==> src/hdl/fkc_pkg.sv <==
// ---------------------------------------------------------------------------
// fkc_pkg
// shared types, constants and the cordic arctangent table for the
// forward kinematics chain
// ---------------------------------------------------------------------------
package fkc_pkg;

  // default parameter values
  localparam int DATA_WIDTH_DEF = 32;
  localparam int FRAC_BITS_DEF  = 16;

  // angle constants, Q4.28 radians
  localparam logic signed [33:0] TWO_PI_Q  = 34'sd1686629713;
  localparam logic signed [33:0] PI_Q      = 34'sd843314857;
  localparam logic signed [33:0] HALF_PI_Q = 34'sd421657428;

  // cordic set-up, Q2.30 gain compensation
  localparam int                 CORDIC_STEPS     = 28;
  localparam logic signed [33:0] CORDIC_GAIN_INIT = 34'sd652032874;

  // datapath commands
  typedef enum logic [2:0] {
    OP_NOP    = 3'd0,
    OP_LOAD   = 3'd1,
    OP_TRIG_T = 3'd2,
    OP_TRIG_A = 3'd3,
    OP_LINK   = 3'd4,
    OP_MAC    = 3'd5,
    OP_COMMIT = 3'd6
  } op_t;

  typedef struct packed {
    op_t        op;
    logic       start;
    logic [2:0] sel;
    logic [1:0] row;
    logic [1:0] col;
    logic [1:0] kk;
  } cmd_t;

  typedef struct packed {
    logic cordic_done;
    logic out_busy;
    logic last;
  } status_t;

  // arctangent of 2^-i in Q4.28
  function automatic logic signed [33:0] fkc_atan(input logic [4:0] i);
    logic signed [33:0] t;
    case (i)
      5'd0:    t = 34'sd210828714;
      5'd1:    t = 34'sd124459457;
      5'd2:    t = 34'sd65760959;
      5'd3:    t = 34'sd33381290;
      5'd4:    t = 34'sd16755422;
      5'd5:    t = 34'sd8385879;
      5'd6:    t = 34'sd4193963;
      5'd7:    t = 34'sd2097109;
      5'd8:    t = 34'sd1048571;
      5'd9:    t = 34'sd524287;
      default: t = 34'sd1 <<< (5'd28 - i);
    endcase
    return t;
  endfunction

endpackage

==> src/hdl/fkc_ctrl.sv <==
// ---------------------------------------------------------------------------
// fkc_ctrl
// sequencer: accepts a joint, runs both cordic passes, issues the link
// products and the running product multiplies, then commits
// ---------------------------------------------------------------------------
module fkc_ctrl (
  input  logic             clk,
  input  logic             rst_n,
  input  logic             in_valid,
  output logic             in_ready,
  input  fkc_pkg::status_t status,
  output fkc_pkg::cmd_t    cmd
);
  import fkc_pkg::*;

  typedef enum logic [8:0] {
    S_IDLE   = 9'b000000001,
    S_TSTART = 9'b000000010,
    S_TWAIT  = 9'b000000100,
    S_ASTART = 9'b000001000,
    S_AWAIT  = 9'b000010000,
    S_LINK   = 9'b000100000,
    S_MAC    = 9'b001000000,
    S_DRAIN  = 9'b010000000,
    S_COMMIT = 9'b100000000
  } state_t;

  state_t     state_r, state_nxt;
  logic [2:0] cnt_r, cnt_nxt;
  logic [1:0] row_r, row_nxt, col_r, col_nxt, kk_r, kk_nxt;

  always_comb begin
    state_nxt = state_r;
    cnt_nxt   = cnt_r;
    row_nxt   = row_r;
    col_nxt   = col_r;
    kk_nxt    = kk_r;
    in_ready  = 1'b0;
    cmd       = '0;
    cmd.op    = OP_NOP;
    cmd.sel   = cnt_r;
    cmd.row   = row_r;
    cmd.col   = col_r;
    cmd.kk    = kk_r;
    case (state_r)
      S_IDLE: begin
        in_ready = 1'b1;
        if (in_valid) begin
          cmd.op    = OP_LOAD;
          state_nxt = S_TSTART;
        end
      end
      S_TSTART: begin
        cmd.op    = OP_TRIG_T;
        cmd.start = 1'b1;
        state_nxt = S_TWAIT;
      end
      S_TWAIT: begin
        cmd.op = OP_TRIG_T;
        if (status.cordic_done) state_nxt = S_ASTART;
      end
      S_ASTART: begin
        cmd.op    = OP_TRIG_A;
        cmd.start = 1'b1;
        state_nxt = S_AWAIT;
      end
      S_AWAIT: begin
        cmd.op = OP_TRIG_A;
        if (status.cordic_done) begin
          cnt_nxt   = '0;
          state_nxt = S_LINK;
        end
      end
      // six link products
      S_LINK: begin
        cmd.op = OP_LINK;
        if (cnt_r == 3'd5) begin
          row_nxt   = '0;
          col_nxt   = '0;
          kk_nxt    = '0;
          state_nxt = S_MAC;
        end else begin
          cnt_nxt = cnt_r + 3'd1;
        end
      end
      // row, column, term walk over the running product
      S_MAC: begin
        cmd.op = OP_MAC;
        kk_nxt = kk_r + 2'd1;
        if (kk_r == 2'd3) begin
          col_nxt = col_r + 2'd1;
          if (col_r == 2'd3) begin
            row_nxt = row_r + 2'd1;
            if (row_r == 2'd2) begin
              cnt_nxt   = '0;
              state_nxt = S_DRAIN;
            end
          end
        end
      end
      // let the multiplier pipeline empty
      S_DRAIN: begin
        if (cnt_r == 3'd1) begin
          state_nxt = S_COMMIT;
        end else begin
          cnt_nxt = cnt_r + 3'd1;
        end
      end
      S_COMMIT: begin
        if (!(status.last && status.out_busy)) begin
          cmd.op    = OP_COMMIT;
          state_nxt = S_IDLE;
        end
      end
      default: state_nxt = S_IDLE;
    endcase
  end

  always_ff @(posedge clk) begin
    if (!rst_n) begin
      state_r <= S_IDLE;
      cnt_r   <= '0;
      row_r   <= '0;
      col_r   <= '0;
      kk_r    <= '0;
    end else begin
      state_r <= state_nxt;
      cnt_r   <= cnt_nxt;
      row_r   <= row_nxt;
      col_r   <= col_nxt;
      kk_r    <= kk_nxt;
    end
  end

endmodule

==> config.mk <==
export PLATFORM = sky130hd
export DESIGN_NAME = fkc_ctrl
export DESIGN_NICKNAME = d
export VERILOG_FILES = /design/src/hdl/fkc_pkg.sv /design/src/hdl/fkc_ctrl.sv
export SDC_FILE = /design/constraint.sdc
export NUM_CORES = 1
export LEC_CHECK = 0
export BUFFER_PORTS_ARGS = -buffer_cell sky130_fd_sc_hd__buf_2
export CORE_MARGIN = 2
export CORE_UTILIZATION = 28
export CTS_CLUSTER_DIAMETER = 200
export DETAILED_ROUTE_END_ITERATION = 10
export PLACE_DENSITY = 0.55
export SLEW_MARGIN = 20
export SYNTH_ARGS = -nofsm -noshare
export SYNTH_HDL_FRONTEND = slang
export SYNTH_SLANG_ARGS = --single-unit
==> constraint.sdc <==
create_clock -name clk -period 5.1 [get_ports clk]
set_input_delay 0.765 -clock clk [delete_from_list [all_inputs] [get_ports clk]]
set_output_delay 0.765 -clock clk [all_outputs]
set_load 0.03 [all_outputs]
Yosys cells after proc, flatten, opt, wreduce, memory -nomap -nowiden:

Index checks and enable logic that the tools add are counted.

* input port bits: 6
* flip-flop bits (word level): 18
* output and inout port bits: 14
* logic and storage cells: 74

* add/sub/neg operators: 4
* multiplexer cells: 29
* eq/ne operators: 25
* reductions and logical operators: 11

Operator list (count)
* two-way mux 9 bit: 9
* case mux 9 bit (9 select lines): 1
* inequality test 2 bit (second input constant): 11
* two-way mux 3 bit: 7
* case mux 3 bit (6 select lines): 1
* case mux 2 bit (2 select lines): 3
* case mux 3 bit (4 select lines): 1
* equality test 9 x 1 -> 1 bit (second input constant): 1
* equality test 9 x 2 -> 1 bit (second input constant): 1
* equality test 9 x 3 -> 1 bit (second input constant): 1
* equality test 9 x 4 -> 1 bit (second input constant): 1
* equality test 9 x 5 -> 1 bit (second input constant): 1
* equality test 9 x 6 -> 1 bit (second input constant): 1
* equality test 9 x 7 -> 1 bit (second input constant): 1
* equality test 9 x 8 -> 1 bit (second input constant): 1
* equality test 9 bit (second input constant): 1
* AND reduction 9 bit: 1
* two-way mux 2 bit: 4
* AND reduction 7 bit: 1
* adder 2 x 1 -> 2 bit (second input constant): 3
* equality test 2 bit (second input constant): 3
* OR reduction 2 bit: 3
* AND reduction 4 bit: 1
* nonzero test 4 bit: 1
* other kinds (8): 10

Longest topological paths before layout:

* depth after elaboration: 5
* gate-level depth with buffers: 8
* gate-level depth less buffers: 8

Worst setup path before layout:

Ideal clock, no wire load.

* path kind: reg-to-output
* start point: register state_r[6]
* end point: output cmd[11] in the netlist's numbering
* stages on the path, launching flop included: 5
* path slack: 2.011 ns
* data required time: 4.335 ns
* buffers on the path: 1
* arrival time: 2.324 ns
* cells stage by stage: dfxtp_1 -> buf_6 -> or2_4 -> or4_4 -> o311ai_0

RTL lines
* start, declared: line fkc_ctrl.sv:28 `state_t state_r, state_nxt;`
* start signal, assigned: line fkc_ctrl.sv:127 `state_r <= state_nxt;`
* end, declared: line fkc_ctrl.sv:12 `output fkc_pkg::cmd_t cmd`

==> flow_metrics.py <==
metrics = {
    "routing": {
        "drt_first_pass_iters": 4,
        "drtIter0Drc": 35,
        "met2_length_um": 1299,
        "wl_per_cell_um": 13.15,
        "drtAntennaViolNets": 0,
        "vias": 1112,
        "met1_length_um": 1358,
        "top_layer_used": "met4",
        "routed-wl-met3_um": 134,
        "drt-total-wl_um": 2828,
        "vias_per_cell": 5.172,
        "route.detailed.drc": 0,
    },
    "setup_path": {
        "crit_chain": "nor4_4 > nor2b_1 > nand2_1 > o311ai_0 > buf_2",
        "path_class": "flip-flop to output port",
        "cp-end-kind": "output port",
        "cp.depth": 5,
        "critPathLaunch": "state_r[1]$_SDFFE_PN0P_",
        "r2r_start": "state_r[1]$_SDFFE_PN0P_",
        "cp_max_fo": 9,
        "r2r_cells": 4,
        "max_stage_delay_ns": 0.52,
        "cp_slowest_cell": "nor2b_1",
        "crit_family": "simple AND/OR/NAND/NOR gates",
        "required_ns": 4.34,
        "crit_arrival_ns": 2.26,
        "cp.buffers_inverters": 1,
        "startpoint_type": "flip-flop",
    },
    "synthesis": {
        "synth_area_leader_cell": "dfxtp_1",
        "yosys_warnings": 0,
        "synth_area_leaders": "dfxtp_1 29%, ha_1 5.0%, nand2_1 4.5%",
        "synthesis.nets": 162,
        "ys_ff_latch": 18,
        "syn_area_um2": 1245,
        "netlist_instances": 151,
        "synth.avg_cell_area_um2": 8.245,
        "synth_top_area_share_pct": 28.94,
        "yosysUniqueCellTypes": 47,
        "synth_seq_area_share_pct": 28.94,
    },
    "global_routing": {
        "gr-total-overflow": 0,
        "grt_pass1_vias": 1045,
        "gr-usage-all-layers_pct": 12.27,
        "grt_pass1_wl_um": 4947,
        "antenna_found_initial": 0,
        "grt_max_degree": 20,
    },
    "sta": {
        "finClkSkew_ns": 0.005785,
        "rsz0062_at_grt": "no",
        "maxSlewHeadroom_pct": 58.80,
        "fin_crit_sh_pct": 59.32,
        "period_needed_ns": 3.025,
        "timing.fmax_mhz": 330.6,
        "hold_viol": 0,
        "fin_setup_tns_ns": 0,
        "worstMarginPinSlew_ns": 0.6094,
        "setup_viol": 0,
        "slew_violations": 0,
    },
    "layout": {
        "drive_gt1_share_pct": 20.25,
        "layout_common_cells": "19 x buf_2, 18 x dfxtp_1, 15 x nand2_1",
        "multi_input_area_um2": 790.8,
        "final_area_um2": 1381,
        "area_growth_pct": 10.95,
        "antenna_cells": 0,
        "final_common_cell": "buf_2",
        "nets": 175,
        "ff_latch_area_um2": 360.3,
        "fillers": 470,
    },
    "clocking": {
        "cts-htree-levels": 1,
        "insertion_delay_ns": 0.26,
        "cts_hold_buffers": 0,
        "clkTransAtPathRegs_ns": 0.07,
        "clock-sinks": 18,
        "cts_buffer_depth": 2,
        "clockRootBuffer": "clkbuf_8",
        "cts_setup_buffers": 0,
        "cts-resized-gates": 0,
        "cts_made_buffers": 3,
        "cts_tree": "yes",
    },
    "hold_path": {
        "hp-start": "kk_r[1]$_SDFFE_PN0P_",
        "hold_class": "flip-flop to flip-flop",
        "whs_path_depth": 2,
    },
    "pwr": {
        "leakage_nw": 0.5703,
        "ir_worst_vdd_mv": 0.1314,
        "p_per_area_nw_per_um2": 266.2,
    },
    "placed_design": {
        "gp_congestion": 0.7635,
        "postPlaceCellArea_um2": 1326,
        "io_buffers": 19,
        "dp_hpwl_um": 1986,
    },
    "floorplanning": {
        "die_x_um": 70.68,
        "dieArea_um2": 4996,
        "fp.dieH_um": 70.68,
        "initial_utilization_pct": 28.79,
        "ios": 20,
        "num_rows": 24,
        "core_area_um2": 4324,
    },
    "job": {
        "max_cap_viol_count": 0,
    },
    "run_status": {
        "status": "finished, final reports clean",
    },
}
-- report_power, final --
group | leakage [nW] | switching (mW) | internal, mW | total (mW)
clock | 0.0288 | 0.0512 | 0.0687 | 0.120
sequential | 0.145 | 0.0124 | 0.145 | 0.157
combinational | 0.396 | 0.0542 | 0.0362 | 0.0904
-- cells in the mapped netlist (all sizes together) --
cell    instances
a211oi          1
nand3           9
inv             4
or4b            1
or3             1
xor2            4
or2             1
nand2b          7
nor4b           2
a21oi           8
nand4           4
nor2b           9
a31oi           1
o211a           1
o311ai          1
clkbuf          2
nand3b          1
o21a            1
o21ai           8
ha              5
a32o            1
nor3            6
a22o            1
and4bb          1
o211ai          1
or4             1
a32oi           2
nor3b           1
mux2            1
nand2          15
mux2i           1
buf             9
a21boi          1
and2            1
dfxtp          18
nor4            4
o31ai           3
and3            1
xnor2           1
nor2            7
o22ai           4
-- metal layers --
| layer | track usage, % | vias up |
|---|---|---|
| met2 | 19.11 | 22 |
| met5 | 0 | - |
| met1 | 16.09 | 508 |
| met4 | 4.193 | 0 |
| li1 | - | 580 |
| met3 | 3.846 | 2 |
-- cell families (layout without fill, tap and decap cells) --
family	Yosys count	in the layout	synth area share, %
and+or+nand+nor	72	72	35.28
buffers and inverters	15	27	7.537
xor gates and xnor gates	5	5	3.517
DFF	18	18	28.95
adders and majority gates	5	5	5.025
AOI/OAI and AO/OA	34	34	17.99
muxes	2	2	1.709
-- registers in the layout (all words and copies together) (netlist names) --
register / flops
kk_r: 2
col_r: 2
state_r: 9
row_r: 2
cnt_r: 3
-- worst reg2reg max path: cells and delay by family, from the launching register on --
kind,cells,cell delay [ns]
DFF,1,0.43
and+or+nand+nor,2,0.92
AOI/OAI and AO/OA,2,0.61
-- final cells by class --
cell class	instances	area share [%]
Clock buffer	4	3.986
Timing Repair Buffer	19	6.884
Multi-Input combinational cell	118	57.25
Inverter	4	1.087
Sequential cell	18	26.09
Tap cell	52	4.710
-- worst paths after layout --
check                     endpoint  slack, ns
max                        cmd[11]       2.07
min           kk_r[1]$_SDFFE_PN0P_       0.51
max reg2reg  cnt_r[1]$_SDFFE_PN0P_       3.06
min reg2reg   kk_r[1]$_SDFFE_PN0P_       0.51
-- stage by stage --
step | total power [mW] | std cells | worst slack [ns] | utilization, % | hold slack [ns]
after floorplan | 0.2364 | 151 | 2.011 | - | 0.5189
after global placement | 0.2523 | 211 | 2.415 | 30.67 | 0.4935
after detailed placement | 0.2512 | 211 | 2.357 | 30.67 | 0.4984
after CTS | 0.3734 | 215 | 2.065 | 31.94 | 0.5096
after global routing | 0.3904 | 215 | 1.858 | 31.94 | 0.5465
final | 0.3676 | 215 | 2.075 | 31.94 | 0.5055
Power figures use the tool's default switching activity.
